### src/sv/rtc_cal_pkg.sv
// Package for the RTC epoch/calendar converter: calendar constants, divider
// seeds and the year and month length functions.
// No dependencies.
`default_nettype none

package rtc_cal_pkg;

    localparam logic [11:0] BASE_YEAR      = 12'd2010;
    localparam logic [11:0] EPOCH_YEAR     = 12'd1970;
    localparam logic [11:0] NOLEAP_CENTURY = 12'd2100;
    localparam logic [3:0]  LAST_MONTH     = 4'd12;

    localparam logic [16:0] SECS_PER_DAY  = 17'd86400;
    localparam logic [16:0] SECS_PER_HOUR = 17'd3600;
    localparam logic [11:0] SECS_PER_MIN  = 12'd60;
    localparam logic [31:0] WEEKDAY_BIAS  = 32'd4;

    localparam int DAY_STEPS  = 16;
    localparam int HOUR_STEPS = 5;
    localparam int MIN_STEPS  = 6;
    localparam int WK_STEPS   = 13;

    localparam logic [31:0] DAY_DVS  = 32'(SECS_PER_DAY) << (DAY_STEPS - 1);
    localparam logic [31:0] HOUR_DVS = 32'(SECS_PER_HOUR) << (HOUR_STEPS - 1);
    localparam logic [31:0] MIN_DVS  = 32'(SECS_PER_MIN) << (MIN_STEPS - 1);
    localparam logic [31:0] WK_DVS   = 32'd7 << (WK_STEPS - 1);

    localparam logic [3:0] DAY_LAST_STEP  = 4'(DAY_STEPS - 1);
    localparam logic [3:0] HOUR_LAST_STEP = 4'(HOUR_STEPS - 1);
    localparam logic [3:0] MIN_LAST_STEP  = 4'(MIN_STEPS - 1);
    localparam logic [3:0] WK_LAST_STEP   = 4'(WK_STEPS - 1);

    // Valid over 1970..2106, where 2100 is the only century that is not leap
    function automatic logic is_leap(input logic [11:0] y);
        return (y[1:0] == 2'b00) && (y != NOLEAP_CENTURY);
    endfunction

    function automatic logic [8:0] year_len(input logic leap);
        return leap ? 9'd366 : 9'd365;
    endfunction

    function automatic logic [8:0] month_len(input logic leap, input logic [3:0] mo);
        logic [8:0] len;
        unique case (mo)
            4'd2:                      len = leap ? 9'd29 : 9'd28;
            4'd4, 4'd6, 4'd9, 4'd11:   len = 9'd30;
            default:                   len = 9'd31;
        endcase
        return len;
    endfunction

endpackage

`default_nettype wire

### src/sv/rtc_epoch_calendar_converter.sv
// Top level of the RTC epoch/calendar converter: sequencer, shared subtractor
// and output register.
// Depends on rtc_cal_pkg.
//
// Converts Unix epoch seconds into calendar fields and packed RTC date/time
// words (op 0), or packed RTC words back into epoch seconds (op 1). One beat
// is worked at a time by a small sequencer around one shared 33-bit
// subtract/compare unit that performs restoring division steps and the year
// and month walks. Op 0 goes through the accept state, 40 division steps, a
// year walk over Y, the whole years since 1970 (up to 136), a month walk
// over M, the whole months into the year (up to 11), and the done state. Op 1
// goes through the accept state, a year sum over Y, the years from 1970 to
// the packed year (up to 63 + 40), a month sum over M, the months before
// the packed month (up to 11), a multiply and an add state, 29 division
// steps for the weekday, and the done state. in_stall
// is low only while the sequencer is idle. A finished result moves into the
// output register and waits there; while an earlier result is still stalled
// in it, the sequencer holds in its done state and the next input beat waits.
`default_nettype none

module rtc_epoch_calendar_converter (
    input  wire logic        clk,
    input  wire logic        rst_n,
    input  wire logic        in_valid,
    output logic             in_stall,
    input  wire logic        op,
    input  wire logic [31:0] epoch_seconds,
    input  wire logic [31:0] date_word,
    input  wire logic [31:0] time_word,
    output logic             out_valid,
    input  wire logic        out_stall,
    output logic [31:0]      seconds_out,
    output logic [22:0]      date_out,
    output logic [31:0]      time_out,
    output logic [11:0]      year,
    output logic [3:0]       month,
    output logic [4:0]       day_of_month,
    output logic [4:0]       hour,
    output logic [5:0]       minute,
    output logic [5:0]       second,
    output logic [2:0]       weekday,
    output logic             leap_year,
    output logic             bad_month
);

    typedef enum logic [11:0] {
        S_IDLE  = 12'b0000_0000_0001,
        S_DDAY  = 12'b0000_0000_0010,
        S_DHOUR = 12'b0000_0000_0100,
        S_DMIN  = 12'b0000_0000_1000,
        S_DWK   = 12'b0000_0001_0000,
        S_YEAR  = 12'b0000_0010_0000,
        S_MONTH = 12'b0000_0100_0000,
        S_SUMY  = 12'b0000_1000_0000,
        S_SUMM  = 12'b0001_0000_0000,
        S_MUL   = 12'b0010_0000_0000,
        S_ADD   = 12'b0100_0000_0000,
        S_DONE  = 12'b1000_0000_0000
    } state_t;

    state_t      state_reg, state_next;
    logic        out_valid_reg, out_valid_next;

    logic        op_reg, op_next;
    logic [31:0] rem_reg, rem_next;
    logic [31:0] dvs_reg, dvs_next;
    logic [15:0] quo_reg, quo_next;
    logic [3:0]  step_reg, step_next;
    logic [15:0] day_reg, day_next;
    logic [31:0] acc_reg, acc_next;
    logic [11:0] cy_reg, cy_next;
    logic [3:0]  cm_reg, cm_next;
    logic [11:0] yr_reg, yr_next;
    logic [3:0]  mo_reg, mo_next;
    logic [4:0]  dom_reg, dom_next;
    logic [4:0]  hr_reg, hr_next;
    logic [5:0]  min_reg, min_next;
    logic [5:0]  sec_reg, sec_next;
    logic [2:0]  wd_reg, wd_next;
    logic        bad_reg, bad_next;

    logic [31:0] seconds_out_reg;
    logic [22:0] date_out_reg;
    logic [31:0] time_out_reg;
    logic [11:0] year_reg;
    logic [3:0]  month_reg;
    logic [4:0]  day_of_month_reg;
    logic [4:0]  hour_reg;
    logic [5:0]  minute_reg;
    logic [5:0]  second_reg;
    logic [2:0]  weekday_reg;
    logic        leap_year_reg;
    logic        bad_month_reg;

    logic [31:0] sub_b;
    logic [32:0] diff;
    logic        ge;
    logic [31:0] rem_div;
    logic [15:0] quo_div;
    logic [31:0] day_prod;
    logic [16:0] hr_term;
    logic [11:0] min_term;
    logic        in_beat;
    logic        load;
    logic        yr_leap;
    logic [3:0]  mo_raw;

    assign in_beat = in_valid && !in_stall;
    assign in_stall = (state_reg != S_IDLE);
    assign load = (state_reg == S_DONE) && (!out_valid_reg || !out_stall);
    assign yr_leap = rtc_cal_pkg::is_leap(yr_reg);
    assign mo_raw = date_word[11:8];

    always_comb
    begin
        unique case (state_reg)
            S_YEAR:  sub_b = 32'(rtc_cal_pkg::year_len(yr_leap));
            S_MONTH: sub_b = 32'(rtc_cal_pkg::month_len(yr_leap, mo_reg));
            default: sub_b = dvs_reg;
        endcase
    end

    assign diff = {1'b0, rem_reg} - {1'b0, sub_b};
    assign ge = !diff[32];
    assign rem_div = ge ? diff[31:0] : rem_reg;
    assign quo_div = {quo_reg[14:0], ge};

    assign day_prod = acc_reg * 32'(rtc_cal_pkg::SECS_PER_DAY);
    assign hr_term = 17'(hr_reg) * rtc_cal_pkg::SECS_PER_HOUR;
    assign min_term = 12'(min_reg) * rtc_cal_pkg::SECS_PER_MIN;

    always_comb
    begin
        state_next = state_reg;
        op_next = op_reg;
        rem_next = rem_reg;
        dvs_next = dvs_reg;
        quo_next = quo_reg;
        step_next = step_reg;
        day_next = day_reg;
        acc_next = acc_reg;
        cy_next = cy_reg;
        cm_next = cm_reg;
        yr_next = yr_reg;
        mo_next = mo_reg;
        dom_next = dom_reg;
        hr_next = hr_reg;
        min_next = min_reg;
        sec_next = sec_reg;
        wd_next = wd_reg;
        bad_next = bad_reg;

        unique case (state_reg)
            S_IDLE:
            begin
                if (in_beat)
                begin
                    op_next = op;
                    if (!op)
                    begin
                        rem_next = epoch_seconds;
                        dvs_next = rtc_cal_pkg::DAY_DVS;
                        step_next = rtc_cal_pkg::DAY_LAST_STEP;
                        quo_next = '0;
                        bad_next = 1'b0;
                        state_next = S_DDAY;
                    end
                    else
                    begin
                        dom_next = date_word[4:0];
                        yr_next = 12'(date_word[21:16]) + rtc_cal_pkg::BASE_YEAR;
                        sec_next = time_word[5:0];
                        min_next = time_word[13:8];
                        hr_next = time_word[20:16];
                        if (mo_raw == 4'd0)
                        begin
                            mo_next = 4'd1;
                            bad_next = 1'b1;
                        end
                        else if (mo_raw > rtc_cal_pkg::LAST_MONTH)
                        begin
                            mo_next = rtc_cal_pkg::LAST_MONTH;
                            bad_next = 1'b1;
                        end
                        else
                        begin
                            mo_next = mo_raw;
                            bad_next = 1'b0;
                        end
                        cy_next = rtc_cal_pkg::EPOCH_YEAR;
                        acc_next = '0;
                        state_next = S_SUMY;
                    end
                end
            end
            S_DDAY:
            begin
                rem_next = rem_div;
                quo_next = quo_div;
                dvs_next = dvs_reg >> 1;
                step_next = step_reg - 4'd1;
                if (step_reg == 4'd0)
                begin
                    day_next = quo_div;
                    quo_next = '0;
                    if (!op_reg)
                    begin
                        dvs_next = rtc_cal_pkg::HOUR_DVS;
                        step_next = rtc_cal_pkg::HOUR_LAST_STEP;
                        state_next = S_DHOUR;
                    end
                    else
                    begin
                        rem_next = 32'(quo_div) + rtc_cal_pkg::WEEKDAY_BIAS;
                        dvs_next = rtc_cal_pkg::WK_DVS;
                        step_next = rtc_cal_pkg::WK_LAST_STEP;
                        state_next = S_DWK;
                    end
                end
            end
            S_DHOUR:
            begin
                rem_next = rem_div;
                quo_next = quo_div;
                dvs_next = dvs_reg >> 1;
                step_next = step_reg - 4'd1;
                if (step_reg == 4'd0)
                begin
                    hr_next = quo_div[4:0];
                    quo_next = '0;
                    dvs_next = rtc_cal_pkg::MIN_DVS;
                    step_next = rtc_cal_pkg::MIN_LAST_STEP;
                    state_next = S_DMIN;
                end
            end
            S_DMIN:
            begin
                rem_next = rem_div;
                quo_next = quo_div;
                dvs_next = dvs_reg >> 1;
                step_next = step_reg - 4'd1;
                if (step_reg == 4'd0)
                begin
                    min_next = quo_div[5:0];
                    sec_next = rem_div[5:0];
                    quo_next = '0;
                    rem_next = 32'(day_reg) + rtc_cal_pkg::WEEKDAY_BIAS;
                    dvs_next = rtc_cal_pkg::WK_DVS;
                    step_next = rtc_cal_pkg::WK_LAST_STEP;
                    state_next = S_DWK;
                end
            end
            S_DWK:
            begin
                rem_next = rem_div;
                quo_next = quo_div;
                dvs_next = dvs_reg >> 1;
                step_next = step_reg - 4'd1;
                if (step_reg == 4'd0)
                begin
                    wd_next = rem_div[2:0];
                    if (!op_reg)
                    begin
                        rem_next = 32'(day_reg);
                        yr_next = rtc_cal_pkg::EPOCH_YEAR;
                        state_next = S_YEAR;
                    end
                    else
                    begin
                        state_next = S_DONE;
                    end
                end
            end
            S_YEAR:
            begin
                if (ge)
                begin
                    rem_next = diff[31:0];
                    yr_next = yr_reg + 12'd1;
                end
                else
                begin
                    mo_next = 4'd1;
                    state_next = S_MONTH;
                end
            end
            S_MONTH:
            begin
                if (mo_reg < rtc_cal_pkg::LAST_MONTH && ge)
                begin
                    rem_next = diff[31:0];
                    mo_next = mo_reg + 4'd1;
                end
                else
                begin
                    dom_next = rem_reg[4:0] + 5'd1;
                    state_next = S_DONE;
                end
            end
            S_SUMY:
            begin
                if (cy_reg == yr_reg)
                begin
                    cm_next = 4'd1;
                    state_next = S_SUMM;
                end
                else
                begin
                    acc_next = acc_reg
                        + 32'(rtc_cal_pkg::year_len(rtc_cal_pkg::is_leap(cy_reg)));
                    cy_next = cy_reg + 12'd1;
                end
            end
            S_SUMM:
            begin
                if (cm_reg == mo_reg)
                begin
                    acc_next = acc_reg + 32'(dom_reg) - 32'd1;
                    state_next = S_MUL;
                end
                else
                begin
                    acc_next = acc_reg + 32'(rtc_cal_pkg::month_len(yr_leap, cm_reg));
                    cm_next = cm_reg + 4'd1;
                end
            end
            S_MUL:
            begin
                acc_next = day_prod;
                state_next = S_ADD;
            end
            S_ADD:
            begin
                acc_next = acc_reg + 32'(hr_term) + 32'(min_term) + 32'(sec_reg);
                rem_next = acc_next;
                dvs_next = rtc_cal_pkg::DAY_DVS;
                step_next = rtc_cal_pkg::DAY_LAST_STEP;
                quo_next = '0;
                state_next = S_DDAY;
            end
            S_DONE:
            begin
                if (load)
                begin
                    state_next = S_IDLE;
                end
            end
            default:
            begin
                state_next = S_IDLE;
            end
        endcase
    end

    assign out_valid_next = (out_valid_reg && out_stall) || load;

    always_ff @(posedge clk or negedge rst_n)
    begin
        if (!rst_n)
        begin
            state_reg <= S_IDLE;
            out_valid_reg <= 1'b0;
        end
        else
        begin
            state_reg <= state_next;
            out_valid_reg <= out_valid_next;
        end
    end

    always_ff @(posedge clk)
    begin
        op_reg <= op_next;
        rem_reg <= rem_next;
        dvs_reg <= dvs_next;
        quo_reg <= quo_next;
        step_reg <= step_next;
        day_reg <= day_next;
        acc_reg <= acc_next;
        cy_reg <= cy_next;
        cm_reg <= cm_next;
        yr_reg <= yr_next;
        mo_reg <= mo_next;
        dom_reg <= dom_next;
        hr_reg <= hr_next;
        min_reg <= min_next;
        sec_reg <= sec_next;
        wd_reg <= wd_next;
        bad_reg <= bad_next;
    end

    // Hold the result beat until taken
    always_ff @(posedge clk)
    begin
        if (load)
        begin
            seconds_out_reg <= op_reg ? acc_reg : 32'd0;
            date_out_reg <= {yr_leap, 6'(yr_reg - rtc_cal_pkg::BASE_YEAR), 4'd0,
                             mo_reg, 3'd0, dom_reg};
            time_out_reg <= {wd_reg, 8'd0, hr_reg, 2'd0, min_reg, 2'd0, sec_reg};
            year_reg <= yr_reg;
            month_reg <= mo_reg;
            day_of_month_reg <= dom_reg;
            hour_reg <= hr_reg;
            minute_reg <= min_reg;
            second_reg <= sec_reg;
            weekday_reg <= wd_reg;
            leap_year_reg <= yr_leap;
            bad_month_reg <= bad_reg;
        end
    end

    assign out_valid = out_valid_reg;
    assign seconds_out = seconds_out_reg;
    assign date_out = date_out_reg;
    assign time_out = time_out_reg;
    assign year = year_reg;
    assign month = month_reg;
    assign day_of_month = day_of_month_reg;
    assign hour = hour_reg;
    assign minute = minute_reg;
    assign second = second_reg;
    assign weekday = weekday_reg;
    assign leap_year = leap_year_reg;
    assign bad_month = bad_month_reg;

endmodule

`default_nettype wire
### config.mk
export PLATFORM = sky130hd
export DESIGN_NAME = rtc_epoch_calendar_converter
export DESIGN_NICKNAME = d
export VERILOG_FILES = /design/src/sv/rtc_cal_pkg.sv /design/src/sv/rtc_epoch_calendar_converter.sv
export SDC_FILE = /design/constraint.sdc
export NUM_CORES = 1
export LEC_CHECK = 0
export BUFFER_PORTS_ARGS = -buffer_cell sky130_fd_sc_hd__clkbuf_2
export CAP_MARGIN = 20
export CORE_MARGIN = 2
export CORE_UTILIZATION = 25
export DETAILED_ROUTE_END_ITERATION = 10
export SLEW_MARGIN = 20
export SYNTH_ARGS = -nofsm -noshare
export SYNTH_HDL_FRONTEND = slang
export SYNTH_SLANG_ARGS = --single-unit
### constraint.sdc
create_clock -name clk -period 19.94 [get_ports clk]
set_input_delay 0.997 -clock clk [delete_from_list [all_inputs] [get_ports clk]]
set_output_delay 0.997 -clock clk [all_outputs]
set_load 0.01 [all_outputs]
==> flow_metrics.tcl <==
set metrics [dict create \
    yosysTopAreaCell "sky130_fd_sc_hd__edfxtp_1" \
    criticalPathCategory "flip-flop to flip-flop" \
    clock-skew-final_ns 0.02408 \
    die_height_um 318.8 \
    first_global_vias 19353 \
    grt-busiest-layer "met2" \
    post_cts.resized_instances 0 \
    synth.distinct_cells 91 \
    antenna_violations_before_repair 5 \
    drtIter0Drc 1533 \
    globalRoute.totalOverflow 0 \
    dpl.hpwl_mm 60.04 \
    clock_path_buffers 3 \
    worst-slew-pin-transition_ns 1.065 \
    synth_enable_flop_cells 270 \
    yosys_register_bits 283 \
    fmaxAchievable_mhz 143.8 \
    critPathRequiredTime_ns 20.26 \
    pin_count_of_the_biggest_net_entering_global_routing 61 \
    kind_of_start_point_of_the_critical_path "flip-flop" \
    buffer_ports.inserted 181 \
    grt_use_met2_pct 26.63 \
    post_synth_instance_area_um2 24780 \
    via_count 19779 \
    synth_sequential_area_ratio_pct 34.04 \
    setup-violations-final 0 \
    fp.dieArea_um2 101600 \
    rsz0062_at_grt "no" \
    timing.max_cap.violations 0 \
    synth.area.top_cells "sky130_fd_sc_hd__edfxtp_1 33%, sky130_fd_sc_hd__ha_1 13%, sky130_fd_sc_hd__fa_1 6.2%" \
    normalized_max_slew_margin_pct 28.83 \
    cts_setup_buffers 0 \
    num-fill-cells 10331 \
    chipWidth_um 318.8 \
    design.portCount 233 \
    timing.critical_path.arrival_ns 7.28 \
    synth-compound-area-share_pct 16.22 \
    global_route.usage.met3_pct 2.293 \
    core_area_um2 98280 \
    insertion_delay_ns 0.58 \
    wl_per_cell_um 19.19 \
    synth_xor_xnor_area_share_pct 7.458 \
    globalRouteTotalUtil_pct 14.91 \
    finalNetCount 3173 \
    timing_hold_violations_final 0 \
    synth_ff_type "sky130_fd_sc_hd__edfxtp_1" \
    dr.pass1.iters 6 \
    syn2layout_area_growth_pct 13.00 \
    final_period_util_pct 34.88 \
    worst-path-max-fanout 5 \
    grt.met1_usage_pct 18.33 \
    number_of_rows_in_the_core_area 115 \
    synth.most_common_cell "sky130_fd_sc_hd__inv_1" \
    path_clk_slew_ns 0.07 \
    tritoncts.num_buffers 34 \
    status "finished, final reports clean" \
    synthCells 2600 \
    finalWirelength_mm 77.68 \
    setup_total_negative_slack_ns 0 \
    slew_violations 0 \
    timing.final.crit_period_ns 6.954 \
    detail-route-antenna-nets 0 \
    dominant_combinational_cell_family_by_area_after_synthesis "adder cells" \
    wire_length_of_the_first_global_routing_pass_mm 117.3 \
    cts_tree "built" \
    synth_fa_ha_area_share_pct 19.30 \
    ys_async_sr_fraction_pct 4.594 \
    cts_htree_levels 2 \
    synth_top_cells_by_count "283 x sky130_fd_sc_hd__inv_1, 270 x sky130_fd_sc_hd__edfxtp_1, 259 x sky130_fd_sc_hd__ha_1, 229 x sky130_fd_sc_hd__nand2_1, 162 x sky130_fd_sc_hd__nor2_1" \
    ys_warn_count 0 \
    synth.area.mux_share_pct 1.247 \
    initial_utilization_pct 25.21 \
    final_layout_size_suffix_gt1_share_pct 11.60 \
    synth_simple_gate_area_share_pct 14.45 \
    synthesis.area_per_instance_um2 9.530 \
    hold_removal_path_class "primary input to async pin" \
    hold_buffers 0 \
    clkSinkCount 283 \
    crit_path_end_kind "flip-flop" \
    clock-root-buffer "sky130_fd_sc_hd__clkbuf_16" \
    synth.top_cell.area_share_pct 32.72 \
    drc 0 \
    gpl.final_weighted_congestion 0.9171 \
    drt-vias-per-instance 4.887 \
]
-- cell families (layout without fill, tap and decap cells) --
family          Yosys count  after routing
flops                   283            283
buf+inv                 414            555
fa+ha+maj               336            336
mux                      29             29
other cells               1             20
xor+xnor                211            211
compound gates          597            597
simple gates            729            729
-- critical path, stage by stage (launching register included) --
cell and delay [ns]:
sky130_fd_sc_hd__edfxtp_1 0.49, sky130_fd_sc_hd__fa_1 0.56, sky130_fd_sc_hd__fa_1 0.54, sky130_fd_sc_hd__inv_1 0.06
sky130_fd_sc_hd__fa_1 0.43, sky130_fd_sc_hd__inv_1 0.07, sky130_fd_sc_hd__a21oi_1 0.06, sky130_fd_sc_hd__o21bai_1 0.20
sky130_fd_sc_hd__xnor2_1 0.23, sky130_fd_sc_hd__fa_1 0.49, sky130_fd_sc_hd__inv_1 0.07, sky130_fd_sc_hd__ha_1 0.22
sky130_fd_sc_hd__ha_1 0.36, sky130_fd_sc_hd__a2111oi_0 0.38, sky130_fd_sc_hd__o21ai_0 0.23, sky130_fd_sc_hd__a41oi_1 0.62
sky130_fd_sc_hd__o21ai_0 0.28, sky130_fd_sc_hd__a2111oi_0 0.52, sky130_fd_sc_hd__o21ai_0 0.22, sky130_fd_sc_hd__xnor2_1 0.28
sky130_fd_sc_hd__o21ai_0 0.13, sky130_fd_sc_hd__a221o_1 0.27
-- stage by stage --
step / instance area (µm²) / std cells / hold WS (ns) / setup WS, ns / util [%]
floorplan: 24850 / 2618 / 0.4003 / 13.67 / -
global placement: 26890 / 3987 / 0.4046 / 13.24 / 27.37
detailed placement: 26890 / 3987 / 0.4045 / 13.14 / 27.37
CTS: 28000 / 4046 / 0.3056 / 13.13 / 28.49
global route: 28000 / 4047 / 0.3197 / 12.67 / 28.49
finish: 28000 / 4047 / 0.3238 / 12.99 / 28.49
-- metal layers --
layer | vias to the layer above | wire, µm
met5 | - | 46
li1 | 9434 | -
met1 | 9589 | 31820
met2 | 615 | 39170
met3 | 133 | 4404
met4 | 8 | 2236
-- final timing paths --
check | from | end | slack, ns | depth (start not counted)
worst min register to register | bad_reg$_SDFFCE_PN0P_ | bad_month$_DFFE_PP_ | 0.42 | 0
max in group asynchronous | rst_n | state_reg[0]$_DFFE_PN1P_ | 19.31 | 1
worst min-delay path | rst_n | state_reg[11]$_DFFE_PN0P_ | 0.32 | 1
worst max-delay path | min_reg[0]$_DFFE_PP_ | rem_reg[17]$_DFFE_PP_ | 12.99 | 21
worst max register to register | min_reg[0]$_DFFE_PP_ | rem_reg[17]$_DFFE_PP_ | 12.99 | 21
min in group clk | bad_reg$_SDFFCE_PN0P_ | bad_month$_DFFE_PP_ | 0.42 | 0
-- final cells by class --
| type | instances | area [µm²] | share of cell area [%] |
|---|---|---|---|
| Sequential cell | 283 | 8434 | 30.12 |
| Multi-Input combinational cell | 1921 | 14650 | 52.33 |
| Clock buffer | 39 | 890.9 | 3.182 |
| Inverter | 285 | 1070 | 3.821 |
| Tap cell | 1287 | 1610 | 5.751 |
| Clock inverter | 20 | 210.2 | 0.7507 |
| Antenna cell | 1 | 2.502 | 0.008937 |
| Timing Repair Buffer | 211 | 1131 | 4.039 |
-- cell usage in the layout (no fill, tap or decap), types with 19 or more instances in the layout --
cell type                   synthesis  layout
sky130_fd_sc_hd__edfxtp_1         270     270
sky130_fd_sc_hd__a21o_1            48      48
sky130_fd_sc_hd__buf_4             51      30
sky130_fd_sc_hd__o21ai_0          129     128
sky130_fd_sc_hd__nand2_1          229     229
sky130_fd_sc_hd__a31oi_1           21      21
sky130_fd_sc_hd__nand4_1           21      21
sky130_fd_sc_hd__nor3_1            30      30
sky130_fd_sc_hd__xor2_1            50      50
sky130_fd_sc_hd__o21a_1            30      30
sky130_fd_sc_hd__nand3_1           69      69
sky130_fd_sc_hd__clkbuf_2           1     181
sky130_fd_sc_hd__a21oi_1          129     128
sky130_fd_sc_hd__and2_1            82      82
sky130_fd_sc_hd__conb_1             1      19
sky130_fd_sc_hd__nor2b_1           19      19
sky130_fd_sc_hd__ha_1             259     259
sky130_fd_sc_hd__clkbuf_16          0      35
sky130_fd_sc_hd__inv_1            283     283
sky130_fd_sc_hd__fa_1              77      77
sky130_fd_sc_hd__xnor2_1          161     161
sky130_fd_sc_hd__nor2_1           162     158
sky130_fd_sc_hd__and3_1            28      28
sky130_fd_sc_hd__a221oi_1          25      25
sky130_fd_sc_hd__o211ai_1          28      28
Power is left out: the tool's default activity adds up to more than one toggle a clock period on the data nets, which glitch-free logic cannot reach.
